**src/hw/rtl/msl_pkg.sv**
```systemverilog
`timescale 1ns / 1ps
`default_nettype none

package msl_pkg;

  // field widths fixed by the segment record
  localparam int KIND_BITS    = 2;
  localparam int SEG_LEN_BITS = 24;
  localparam int MIN_BITS     = 10;
  localparam int MIN_SQ_BITS  = 2 * MIN_BITS;

  // chord differences saturate here; any saturated axis already beats the cap
  localparam int DIFF_BITS  = 11;
  localparam int SQ_BITS    = 2 * DIFF_BITS;
  localparam int CHORD_BITS = SQ_BITS + 1;

  // results one segment can cause
  localparam int NUM_SLOTS = 3;
  localparam int CNT_BITS  = $clog2(NUM_SLOTS + 1);
  localparam int IDX_BITS  = $clog2(NUM_SLOTS);

  // register file
  localparam int APB_DATA_BITS = 32;
  localparam int PADDR_BITS    = 3;
  localparam int REG_IDX_BITS  = PADDR_BITS - 2;
  localparam logic [REG_IDX_BITS-1:0] REG_MIN_LENGTH = '0;

  localparam logic [MIN_BITS-1:0]    MIN_LEN_RST = MIN_BITS'(500);
  localparam logic [MIN_BITS-1:0]    LEN_CAP     = MIN_BITS'(1000);
  localparam logic [MIN_SQ_BITS-1:0] MIN_SQ_RST  = MIN_SQ_BITS'(500 * 500);

  localparam int COORD_BITS_DEF = 24;
  localparam int TAG_BITS_DEF   = 22;

  // segment kinds
  localparam logic [KIND_BITS-1:0] KIND_LINEAR = 2'd0;
  localparam logic [KIND_BITS-1:0] KIND_OTHER  = 2'd1;
  localparam logic [KIND_BITS-1:0] KIND_END    = 2'd2;

  // per-bundle control: result count plus the narrow fields of each slot
  typedef struct packed {
    logic [CNT_BITS-1:0]                 cnt;
    logic [NUM_SLOTS-1:0][KIND_BITS-1:0] kind;
    logic [NUM_SLOTS-1:0]                joined;
  } msl_bctl_t;

endpackage

`default_nettype wire

```
**src/hw/rtl/msl_chord.sv**
```systemverilog
`timescale 1ns / 1ps
`default_nettype none

module msl_chord import msl_pkg::*; #(
  parameter int COORD_BITS = COORD_BITS_DEF
) (
  input  logic signed [COORD_BITS-1:0] ax_i,
  input  logic signed [COORD_BITS-1:0] ay_i,
  input  logic signed [COORD_BITS-1:0] bx_i,
  input  logic signed [COORD_BITS-1:0] by_i,
  output logic        [CHORD_BITS-1:0] chord_sq_o
);

  logic signed [COORD_BITS:0] dx, dy;
  logic        [COORD_BITS:0] adx, ady;
  logic        [DIFF_BITS-1:0] cx, cy;
  logic        [SQ_BITS-1:0]   sqx, sqy;

  assign dx  = {ax_i[COORD_BITS-1], ax_i} - {bx_i[COORD_BITS-1], bx_i};
  assign dy  = {ay_i[COORD_BITS-1], ay_i} - {by_i[COORD_BITS-1], by_i};
  assign adx = dx[COORD_BITS] ? (COORD_BITS+1)'(0) - dx : dx;
  assign ady = dy[COORD_BITS] ? (COORD_BITS+1)'(0) - dy : dy;

  // saturate magnitudes
  assign cx = (|adx[COORD_BITS:DIFF_BITS]) ? '1 : adx[DIFF_BITS-1:0];
  assign cy = (|ady[COORD_BITS:DIFF_BITS]) ? '1 : ady[DIFF_BITS-1:0];

  assign sqx = SQ_BITS'(cx) * SQ_BITS'(cx);
  assign sqy = SQ_BITS'(cy) * SQ_BITS'(cy);
  assign chord_sq_o = CHORD_BITS'(sqx) + CHORD_BITS'(sqy);

endmodule

`default_nettype wire

```
**src/hw/rtl/msl_core.sv**
```systemverilog
`timescale 1ns / 1ps
`default_nettype none

module msl_core import msl_pkg::*; #(
  parameter int COORD_BITS = COORD_BITS_DEF,
  parameter int TAG_BITS   = TAG_BITS_DEF
) (
  input  logic                         clk_i,
  input  logic                         rst_ni,
  input  logic                         step_i,
  input  logic        [KIND_BITS-1:0]  kind_i,
  input  logic        [TAG_BITS-1:0]   tag_i,
  input  logic signed [COORD_BITS-1:0] sx_i,
  input  logic signed [COORD_BITS-1:0] sy_i,
  input  logic signed [COORD_BITS-1:0] ex_i,
  input  logic signed [COORD_BITS-1:0] ey_i,
  input  logic        [SEG_LEN_BITS-1:0] seg_len_i,
  input  logic        [MIN_BITS-1:0]   min_len_i,
  input  logic        [MIN_SQ_BITS-1:0] min_sq_i,
  output msl_bctl_t                    ctl_o,
  output logic        [TAG_BITS-1:0]   res_tag_o [NUM_SLOTS],
  output logic signed [COORD_BITS-1:0] res_x_o   [NUM_SLOTS],
  output logic signed [COORD_BITS-1:0] res_y_o   [NUM_SLOTS]
);

  typedef enum logic [1:0] {PH_IDLE, PH_OPEN, PH_CLOSED, PH_AHEAD} phase_e;

  phase_e phase_q, phase_d;

  logic        [TAG_BITS-1:0]   g_tag_q, g_tag_d, a_tag_q, a_tag_d;
  logic signed [COORD_BITS-1:0] g_sx_q, g_sx_d, g_sy_q, g_sy_d, g_ex_q, g_ex_d, g_ey_q, g_ey_d;
  logic signed [COORD_BITS-1:0] a_sx_q, a_sx_d, a_sy_q, a_sy_d, a_ex_q, a_ex_d, a_ey_q, a_ey_d;
  logic g_j_q, g_j_d, a_j_q, a_j_d, a_nz_q, a_nz_d;

  logic                  lin, len_hit, c_hit, c_nz;
  logic [CHORD_BITS-1:0] chord_sq;

  msl_chord #(.COORD_BITS(COORD_BITS)) u_chord (
    .ax_i       ((phase_q == PH_AHEAD) ? a_sx_q : g_sx_q),
    .ay_i       ((phase_q == PH_AHEAD) ? a_sy_q : g_sy_q),
    .bx_i       (ex_i),
    .by_i       (ey_i),
    .chord_sq_o (chord_sq)
  );

  assign lin     = (kind_i == KIND_LINEAR);
  assign len_hit = (seg_len_i >= SEG_LEN_BITS'(min_len_i));
  assign c_hit   = (chord_sq >= CHORD_BITS'(min_sq_i));
  assign c_nz    = (chord_sq != '0);

  // next state
  always_comb begin
    phase_d = phase_q;
    g_tag_d = g_tag_q; g_sx_d = g_sx_q; g_sy_d = g_sy_q;
    g_ex_d  = g_ex_q;  g_ey_d = g_ey_q; g_j_d  = g_j_q;
    a_tag_d = a_tag_q; a_sx_d = a_sx_q; a_sy_d = a_sy_q;
    a_ex_d  = a_ex_q;  a_ey_d = a_ey_q; a_j_d  = a_j_q;
    a_nz_d  = a_nz_q;
    if (!lin) begin
      phase_d = PH_IDLE;
    end else begin
      case (phase_q)
        PH_IDLE: begin
          g_tag_d = tag_i; g_sx_d = sx_i; g_sy_d = sy_i;
          g_ex_d  = ex_i;  g_ey_d = ey_i; g_j_d  = 1'b0;
          phase_d = len_hit ? PH_CLOSED : PH_OPEN;
        end
        PH_OPEN: begin
          g_ex_d = ex_i; g_ey_d = ey_i; g_j_d = 1'b1;
          if (c_hit) phase_d = PH_CLOSED;
        end
        PH_CLOSED: begin
          if (len_hit) begin
            g_tag_d = tag_i; g_sx_d = sx_i; g_sy_d = sy_i;
            g_ex_d  = ex_i;  g_ey_d = ey_i; g_j_d  = 1'b0;
          end else begin
            a_tag_d = tag_i; a_sx_d = sx_i; a_sy_d = sy_i;
            a_ex_d  = ex_i;  a_ey_d = ey_i; a_j_d  = 1'b0;
            a_nz_d  = (seg_len_i != '0);
            phase_d = PH_AHEAD;
          end
        end
        PH_AHEAD: begin
          a_ex_d = ex_i; a_ey_d = ey_i; a_j_d = 1'b1; a_nz_d = c_nz;
          if (c_hit) begin
            // watched run closes and takes over as the group
            g_tag_d = a_tag_q; g_sx_d = a_sx_q; g_sy_d = a_sy_q;
            g_ex_d  = ex_i;    g_ey_d = ey_i;   g_j_d  = 1'b1;
            phase_d = PH_CLOSED;
          end
        end
        default: phase_d = PH_IDLE;
      endcase
    end
  end

  // result bundle
  always_comb begin
    ctl_o.cnt = '0;
    // slot 0: closed group by default
    res_tag_o[0]     = g_tag_q;
    res_x_o[0]       = g_ex_q;
    res_y_o[0]       = g_ey_q;
    ctl_o.kind[0]    = KIND_LINEAR;
    ctl_o.joined[0]  = g_j_q;
    // slot 1: watched run or the item
    res_tag_o[1]     = tag_i;
    res_x_o[1]       = ex_i;
    res_y_o[1]       = ey_i;
    ctl_o.kind[1]    = kind_i;
    ctl_o.joined[1]  = 1'b0;
    // slot 2: always the item
    res_tag_o[2]     = tag_i;
    res_x_o[2]       = ex_i;
    res_y_o[2]       = ey_i;
    ctl_o.kind[2]    = kind_i;
    ctl_o.joined[2]  = 1'b0;
    if (lin) begin
      if ((phase_q == PH_CLOSED && len_hit) || (phase_q == PH_AHEAD && c_hit)) begin
        ctl_o.cnt = CNT_BITS'(1);
      end
    end else begin
      case (phase_q)
        PH_IDLE: begin
          ctl_o.cnt       = CNT_BITS'(1);
          res_tag_o[0]    = tag_i;
          res_x_o[0]      = ex_i;
          res_y_o[0]      = ey_i;
          ctl_o.kind[0]   = kind_i;
          ctl_o.joined[0] = 1'b0;
        end
        PH_OPEN, PH_CLOSED: ctl_o.cnt = CNT_BITS'(2);
        PH_AHEAD: begin
          if (a_nz_q) begin
            // watched run absorbed into the group
            ctl_o.cnt       = CNT_BITS'(2);
            res_x_o[0]      = a_ex_q;
            res_y_o[0]      = a_ey_q;
            ctl_o.joined[0] = 1'b1;
          end else begin
            ctl_o.cnt       = CNT_BITS'(3);
            res_tag_o[1]    = a_tag_q;
            res_x_o[1]      = a_ex_q;
            res_y_o[1]      = a_ey_q;
            ctl_o.kind[1]   = KIND_LINEAR;
            ctl_o.joined[1] = a_j_q;
          end
        end
        default: ctl_o.cnt = '0;
      endcase
    end
  end

  always_ff @(posedge clk_i or negedge rst_ni) begin
    if (!rst_ni) begin
      phase_q <= PH_IDLE;
      g_j_q   <= 1'b0;
      a_j_q   <= 1'b0;
      a_nz_q  <= 1'b0;
    end else if (step_i) begin
      phase_q <= phase_d;
      g_j_q   <= g_j_d;
      a_j_q   <= a_j_d;
      a_nz_q  <= a_nz_d;
    end
  end

  always_ff @(posedge clk_i) begin
    if (step_i) begin
      g_tag_q <= g_tag_d; g_sx_q <= g_sx_d; g_sy_q <= g_sy_d;
      g_ex_q  <= g_ex_d;  g_ey_q <= g_ey_d;
      a_tag_q <= a_tag_d; a_sx_q <= a_sx_d; a_sy_q <= a_sy_d;
      a_ex_q  <= a_ex_d;  a_ey_q <= a_ey_d;
    end
  end

endmodule

`default_nettype wire

```
**src/hw/rtl/msl_outq.sv**
```systemverilog
`timescale 1ns / 1ps
`default_nettype none

module msl_outq import msl_pkg::*; #(
  parameter int COORD_BITS = COORD_BITS_DEF,
  parameter int TAG_BITS   = TAG_BITS_DEF
) (
  input  logic                         clk_i,
  input  logic                         rst_ni,
  input  logic                         load_i,
  input  msl_bctl_t                    ctl_i,
  input  logic        [TAG_BITS-1:0]   tag_i [NUM_SLOTS],
  input  logic signed [COORD_BITS-1:0] x_i   [NUM_SLOTS],
  input  logic signed [COORD_BITS-1:0] y_i   [NUM_SLOTS],
  output logic                         load_ok_o,
  output logic                         out_valid_o,
  input  logic                         out_ready_i,
  output logic        [TAG_BITS-1:0]   out_tag_o,
  output logic        [KIND_BITS-1:0]  out_kind_o,
  output logic signed [COORD_BITS-1:0] out_x_o,
  output logic signed [COORD_BITS-1:0] out_y_o,
  output logic                         out_joined_o,
  output logic                         out_last_o
);

  msl_bctl_t                    ctl_q;
  logic                         vld_q;
  logic        [IDX_BITS-1:0]   idx_q;
  logic        [TAG_BITS-1:0]   tag_q [NUM_SLOTS];
  logic signed [COORD_BITS-1:0] x_q   [NUM_SLOTS];
  logic signed [COORD_BITS-1:0] y_q   [NUM_SLOTS];
  logic                         take, last;

  assign last      = (CNT_BITS'(idx_q) == ctl_q.cnt - CNT_BITS'(1));
  assign take      = vld_q && out_ready_i;
  assign load_ok_o = !vld_q || (take && last);

  assign out_valid_o  = vld_q;
  assign out_tag_o    = tag_q[idx_q];
  assign out_kind_o   = ctl_q.kind[idx_q];
  assign out_x_o      = x_q[idx_q];
  assign out_y_o      = y_q[idx_q];
  assign out_joined_o = ctl_q.joined[idx_q];
  assign out_last_o   = last;

  always_ff @(posedge clk_i or negedge rst_ni) begin
    if (!rst_ni) begin
      vld_q <= 1'b0;
      idx_q <= '0;
      ctl_q <= '0;
    end else if (load_i) begin
      vld_q <= 1'b1;
      idx_q <= '0;
      ctl_q <= ctl_i;
    end else if (take && last) begin
      vld_q <= 1'b0;
    end else if (take) begin
      idx_q <= idx_q + IDX_BITS'(1);
    end
  end

  always_ff @(posedge clk_i) begin
    if (load_i) begin
      tag_q <= tag_i;
      x_q   <= x_i;
      y_q   <= y_i;
    end
  end

endmodule

`default_nettype wire

```
**src/hw/rtl/merge_short_line_segments_top.sv**
```systemverilog
// channel  | direction | handshake                 | payload
// ---------+-----------+---------------------------+-------------------------------------
// segment  | in        | in_valid_i / in_ready_o   | kind, tag, start/end x/y, seg_length
// result   | out       | out_valid_o / out_ready_i | tag, kind, end x/y, joined, last
// config   | in        | psel/penable/pwrite       | min_length at byte address 0
//
// one segment per cycle while its results fit in the result register: the segment register feeds
// the merge step, whose two small squarings and compares are combinational
// a segment yields zero to three results; the result register hands them out one per cycle
// while out_ready_i is high, and the next segment with results waits until the last is taken
// first result of a segment passes through the segment register and then the result register
// reset is asynchronous and active low; no group is pending afterwards
`timescale 1ns / 1ps
`default_nettype none

module merge_short_line_segments_top import msl_pkg::*; #(
  parameter int COORD_BITS = COORD_BITS_DEF,
  parameter int TAG_BITS   = TAG_BITS_DEF
) (
  input  logic                           clk_i,
  input  logic                           rst_ni,
  // segment channel
  input  logic                           in_valid_i,
  output logic                           in_ready_o,
  input  logic        [KIND_BITS-1:0]    kind_i,
  input  logic        [TAG_BITS-1:0]     tag_i,
  input  logic signed [COORD_BITS-1:0]   start_x_i,
  input  logic signed [COORD_BITS-1:0]   start_y_i,
  input  logic signed [COORD_BITS-1:0]   end_x_i,
  input  logic signed [COORD_BITS-1:0]   end_y_i,
  input  logic        [SEG_LEN_BITS-1:0] seg_length_i,
  // result channel
  output logic                           out_valid_o,
  input  logic                           out_ready_i,
  output logic        [TAG_BITS-1:0]     out_tag_o,
  output logic        [KIND_BITS-1:0]    out_kind_o,
  output logic signed [COORD_BITS-1:0]   out_end_x_o,
  output logic signed [COORD_BITS-1:0]   out_end_y_o,
  output logic                           joined_o,
  output logic                           last_of_run_o,
  // register port
  input  logic                           psel,
  input  logic                           penable,
  input  logic                           pwrite,
  input  logic        [PADDR_BITS-1:0]   paddr,
  input  logic        [APB_DATA_BITS-1:0] pwdata,
  output logic        [APB_DATA_BITS-1:0] prdata,
  output logic                           pready
);

  // config registers: raw value for readback, capped value and its square
  logic [MIN_BITS-1:0]    min_len_q, min_cap_q, wr_cap;
  logic [MIN_SQ_BITS-1:0] min_sq_q;
  logic                   cfg_wr;
  logic [REG_IDX_BITS-1:0] reg_idx;

  // segment register
  logic                         in_vld_q;
  logic        [KIND_BITS-1:0]  kind_q;
  logic        [TAG_BITS-1:0]   tag_q;
  logic signed [COORD_BITS-1:0] sx_q, sy_q, ex_q, ey_q;
  logic        [SEG_LEN_BITS-1:0] len_q;

  // merge step to result register
  msl_bctl_t                    res_ctl;
  logic        [TAG_BITS-1:0]   res_tag [NUM_SLOTS];
  logic signed [COORD_BITS-1:0] res_x   [NUM_SLOTS];
  logic signed [COORD_BITS-1:0] res_y   [NUM_SLOTS];
  logic                         load_ok, advance, load;

  // register port
  assign pready  = 1'b1;
  assign reg_idx = paddr[PADDR_BITS-1:2];
  assign cfg_wr  = psel && penable && pwrite && (reg_idx == REG_MIN_LENGTH);
  assign wr_cap  = (pwdata[MIN_BITS-1:0] > LEN_CAP) ? LEN_CAP : pwdata[MIN_BITS-1:0];
  assign prdata  = (reg_idx == REG_MIN_LENGTH) ? APB_DATA_BITS'(min_len_q) : '0;

  always_ff @(posedge clk_i or negedge rst_ni) begin
    if (!rst_ni) begin
      min_len_q <= MIN_LEN_RST;
      min_cap_q <= MIN_LEN_RST;
      min_sq_q  <= MIN_SQ_RST;
    end else if (cfg_wr) begin
      min_len_q <= pwdata[MIN_BITS-1:0];
      min_cap_q <= wr_cap;
      min_sq_q  <= MIN_SQ_BITS'(wr_cap) * MIN_SQ_BITS'(wr_cap);
    end
  end

  // the step runs when its results fit; segments without results never wait
  assign advance    = in_vld_q && ((res_ctl.cnt == '0) || load_ok);
  assign load       = advance && (res_ctl.cnt != '0);
  assign in_ready_o = !in_vld_q || advance;

  always_ff @(posedge clk_i or negedge rst_ni) begin
    if (!rst_ni) begin
      in_vld_q <= 1'b0;
    end else if (in_ready_o) begin
      in_vld_q <= in_valid_i;
    end
  end

  always_ff @(posedge clk_i) begin
    if (in_valid_i && in_ready_o) begin
      kind_q <= kind_i;
      tag_q  <= tag_i;
      sx_q   <= start_x_i;
      sy_q   <= start_y_i;
      ex_q   <= end_x_i;
      ey_q   <= end_y_i;
      len_q  <= seg_length_i;
    end
  end

  // grouping state and result selection
  msl_core #(.COORD_BITS(COORD_BITS), .TAG_BITS(TAG_BITS)) u_core (
    .clk_i     (clk_i),
    .rst_ni    (rst_ni),
    .step_i    (advance),
    .kind_i    (kind_q),
    .tag_i     (tag_q),
    .sx_i      (sx_q),
    .sy_i      (sy_q),
    .ex_i      (ex_q),
    .ey_i      (ey_q),
    .seg_len_i (len_q),
    .min_len_i (min_cap_q),
    .min_sq_i  (min_sq_q),
    .ctl_o     (res_ctl),
    .res_tag_o (res_tag),
    .res_x_o   (res_x),
    .res_y_o   (res_y)
  );

  // result register, drained one result per transaction
  msl_outq #(.COORD_BITS(COORD_BITS), .TAG_BITS(TAG_BITS)) u_outq (
    .clk_i        (clk_i),
    .rst_ni       (rst_ni),
    .load_i       (load),
    .ctl_i        (res_ctl),
    .tag_i        (res_tag),
    .x_i          (res_x),
    .y_i          (res_y),
    .load_ok_o    (load_ok),
    .out_valid_o  (out_valid_o),
    .out_ready_i  (out_ready_i),
    .out_tag_o    (out_tag_o),
    .out_kind_o   (out_kind_o),
    .out_x_o      (out_end_x_o),
    .out_y_o      (out_end_y_o),
    .out_joined_o (joined_o),
    .out_last_o   (last_of_run_o)
  );

`ifndef ASSERT_OFF
  // results are only loaded when the result register is free or its last result is being taken
  a_load_fits: assert property (@(posedge clk_i) disable iff (!rst_ni)
    load |-> load_ok) else $error("result bundle overwrote pending results");

  // a non-linear segment always yields at least its own result
  a_cmd_emits: assert property (@(posedge clk_i) disable iff (!rst_ni)
    (advance && kind_q != KIND_LINEAR) |-> res_ctl.cnt != '0)
    else $error("command segment produced no result");

  // a full segment register that cannot step keeps the input stalled
  a_stall: assert property (@(posedge clk_i) disable iff (!rst_ni)
    (in_vld_q && !advance) |-> !in_ready_o) else $error("input taken while stalled");

  // a segment that steps with results leaves the result register valid
  a_loaded: assert property (@(posedge clk_i) disable iff (!rst_ni)
    load |=> out_valid_o) else $error("loaded results not presented");
`endif

endmodule

`default_nettype wire

```
**config.mk**
```make
export PLATFORM = sky130hd
export DESIGN_NAME = merge_short_line_segments_top
export DESIGN_NICKNAME = d
export VERILOG_FILES = /design/src/hw/rtl/msl_pkg.sv /design/src/hw/rtl/msl_chord.sv /design/src/hw/rtl/msl_core.sv /design/src/hw/rtl/msl_outq.sv /design/src/hw/rtl/merge_short_line_segments_top.sv
export SDC_FILE = /design/constraint.sdc
export NUM_CORES = 2
export LEC_CHECK = 0
export BUFFER_PORTS_ARGS = -buffer_cell sky130_fd_sc_hd__buf_2
export CAP_MARGIN = 20
export CORE_ASPECT_RATIO = 0.6
export CORE_MARGIN = 2
export CORE_UTILIZATION = 55
export CTS_BUF_LIST = sky130_fd_sc_hd__clkbuf_4 sky130_fd_sc_hd__clkbuf_8
export DETAILED_ROUTE_END_ITERATION = 6
export PLACE_DENSITY = 0.79
export RECOVER_POWER = 25
export SETUP_SLACK_MARGIN = 0.4
export SYNTH_ARGS = -nofsm -noshare
export SYNTH_HDL_FRONTEND = slang
export SYNTH_SLANG_ARGS = --single-unit
export TNS_END_PERCENT = 10
```
**constraint.sdc**
```tcl
create_clock -name clk_i -period 27.1 [get_ports clk_i]
set_clock_uncertainty 0.2 [all_clocks]
set_input_delay 5.42 -clock clk_i [delete_from_list [all_inputs] [get_ports clk_i]]
set_output_delay 5.42 -clock clk_i [all_outputs]
set_load 0.02 [all_outputs]
```
==> summary.md <==
| Metric | Value |
|---|---|
| Asr flop ratio synth | 8.81% |
| Post-synth top cells | edfxtp_1, inv_1, o21ai_0, nand2_1, ha_1 |
| Slew Viols, Final | 123 |
| Synth top area cells | edfxtp_1, fa_1, ha_1 |
| Worst Path Class, Setup | reg -> out |
| Final period util | 87.9% |
| Layout cells sized above 1 | 15.0% |
| Total GRT Usage | 24.9% |
| Failing checks | DRC, capacitance limit, slew limit |
| DP Wirelength | 65400 microns |
| Cell taking the most area after synthesis | edfxtp_1 |
| Worst min path class | reg -> reg |
| Cts hold-fix bufs | 0 |
| Yosys top cell area share | 44.0% |
| Worst-Margin Slew | 2960 ps |
| Status | complete, but fails checks |
| Net count, final | 4470 |
| Placer Congestion | 0.933 |
| Drt first pass iters | 7 |
| P per Cell Area | 109 mW/mm^2 |
| Root Driver | clkbuf_8 |
| Max_cap viols | 3 |
| Die Ht | 214 microns |
| First-pass GRT wire length | 148000 microns |
| Area Growth Syn to Fin | 10.2% |
| CP Max Fanout | 83 |
| Leak pwr | 18.5 nW |
| Post-Route Utilization | 61.6% |
| Initial core utilization | 55.8% |
| PortBufs | 247 |
| Rows | 76 |
| Fmax achieved | 42.0 MHz |
| Worst rel slew slack | -97.3% |
| Final period demand of the worst path | 23820 ps |
| RSZ-0062 raised after global routing | no |
| Clock latency on the worst-skew pair | 780 ps |
| Yosys reg bits | 647 |
| Most numerous cell in the Yosys netlist | edfxtp_1 |
| Mean Syn Cell Area | 11.1 sq um |
| Total clock buffers created by CTS | 93 |
| CTS tree | yes |
| DP Cell Count | 4725 |
| Reg area | 0.0192 sq mm |
| Crit path largest cell delay | 1380 ps |
| Post-DR wirelength/cell | 19.0 microns |
| Total congestion overflow | 0 |
| Power Total | 4.83 mW |
| Area of the multi-input gates | 0.0183 sq mm |
| Final number of hold-violating endpoints | 0 |
| Sequential-to-total area share from yosys stat | 47.6% |
| Mapped cell area | 0.0403 sq mm |
| Routed vias | 27902 |
| H-tree Lvls | 3 |
| Worst R2R Setup Slack | 7820 ps |
| Critical path required time | 21480 ps |
| Setup TNS | 0 ps |
| Initial antenna violation count | 1 |
| CP Capture Type | primary output |
| Setup bufs post-CTS | 0 |
| Main synth FF type | edfxtp_1 |
| Number of vias per cell | 5.70 |
| Yosys warnings | 0 |
| Die width | 353 microns |
| Fill cell count | 5646 |
| Core area | 0.0722 sq mm |
| Largest net degree at the start of global routing | 216 |
| Vias in the first global route | 27235 |
| Initial detailed-routing violation count | 3283 |
| Synth cell types | 87 |
| Drt total wl | 93000 microns |
| Ports | 295 |
| DIE AREA | 0.0755 sq mm |
| Final Non-Filler Cells | 4899 |
| WP data arrival | 18200 ps |
| Post-synth EDFFs | 590 |
| Clock transition at path regs | 80 ps |
| Cell repeated most along the worst path | fa_1 |
| # setup viols final | 0 |
| DRC viols | 1 |
| VDD IR max | 0.127 mV |
| Cells after Synth | 3617 |
| Post-CTS sizing | 0 |
| Clock sinks | 647 |
| Crit start category | flip-flop |
| Crit-path slowest cell | ha_1 |
| Antenna viol nets, final | 0 |
| Clock buffer depth | 3 |
## flip-flops by register name, summed over array words and instances (netlist names), 18 cells and up
name	count
ex_q	24
ey_q	24
len_q	24
min_sq_q	18
sx_q	24
sy_q	24
tag_q	22
u_core.a_ex_q	24
u_core.a_ey_q	24
u_core.a_sx_q	24
u_core.a_sy_q	24
u_core.a_tag_q	22
u_core.g_ex_q	24
u_core.g_ey_q	24
u_core.g_sx_q	24
u_core.g_sy_q	24
u_core.g_tag_q	22
u_outq.tag_q	66
u_outq.x_q	72
u_outq.y_q	72
## worst max-delay path, delay by kind of cell (launching register included)
kind	cells	cell delay [ps]
adders and majority gates	11	6230
AOI/OAI and AO/OA	14	4960
and+or+nand+nor	10	2720
buffers and inverters	10	2490
xor gates and xnor gates	2	560
DFF	1	400
## path summary, 6_finish.rpt
kind | cells past startpoint | end | from
max in group asynchronous | 2 | u_outq.idx_q[0]$_DFFE_PN0P_ | rst_ni
setup reg to reg | 48 | len_q[16]$_DFFE_PP_ | u_core.phase_q[0]$_DFFE_PN0P_
setup / recovery | 47 | in_ready_o | u_core.phase_q[0]$_DFFE_PN0P_
hold reg to reg | 0 | u_core.a_sx_q[15]$_DFFE_PP_ | sx_q[15]$_DFFE_PP_
hold / removal | 0 | u_core.a_sx_q[15]$_DFFE_PP_ | sx_q[15]$_DFFE_PP_
min in group asynchronous | 2 | min_len_q[9]$_DFFE_PN0P_ | rst_ni
## placed cells by master, fill, tap and decap left out, drive strengths merged, types with 8 or more instances in the layout
master / n
dfstp: 19
ha: 223
or2: 10
clkbuf: 121
o211ai: 13
o21a: 60
nand2b: 12
nor4: 19
o311ai: 8
conb: 23
a2111oi: 8
xor2: 35
and3: 32
a21oi: 81
nor2b: 32
mux2i: 87
and2: 40
a211oi: 23
a222oi: 48
a211o: 10
edfxtp: 590
or3: 12
clkinv: 34
nand2: 334
buf: 291
o22ai: 14
a21o: 47
mux2: 79
o21ai: 369
nor3b: 9
inv: 582
nand4: 21
o31ai: 11
nor3: 26
fa: 215
nand3: 41
xnor2: 71
dfrtp: 38
nor2: 116
## through the flow
step | setup WS [ps] | instance area, sq um | hold slack, ps
floorplan | 7620 | 40400 | 222
global placement | 5540 | 42500 | 227
detailed placement | 5290 | 42500 | 235
CTS | 4400 | 44400 | 225
global route | 2290 | 44400 | 250
finish | 3280 | 44400 | 229
## report_power, final
group          internal [mW]  switching, mW  total [mW]
Sequential              1.48          0.129        1.61
Combinational          0.812           1.59        2.40
Clock                  0.426          0.393       0.819
## cell families after synthesis
kind of cell	count (synthesis)	share of synthesized area, %
AO/OA/AOI/OAI	766	12.1
XOR/XNOR	106	2.30
adder cells (fa/ha/maj)	438	17.6
buffers and inverters	757	7.34
flip-flops	647	47.6
multiplexers	166	4.37
other	2	0.0186
AND/OR/NAND/NOR	735	8.73
## cell type report
type                       count  share of cell area, %
antenna                        1                0.00563
multi-input combinational   2234                   41.3
timing repair buffer         294                   3.59
tap                          975                   2.75
clock buffer                 119                   3.38
sequential                   647                   43.2
inverter                     576                   4.87
clock inverter                53                   1.01
## routing by layer
metal  up-vias  wire length [microns]  GRT usage [%]
met2      1222                  40800           37.9
met3       129                   8590           5.04
met5         -                      0              0
met1     13493                  41300           36.3
li1      13058                      -              -
met4         0                   2260           7.29
Note: power is estimated with default switching activity, not from simulation.
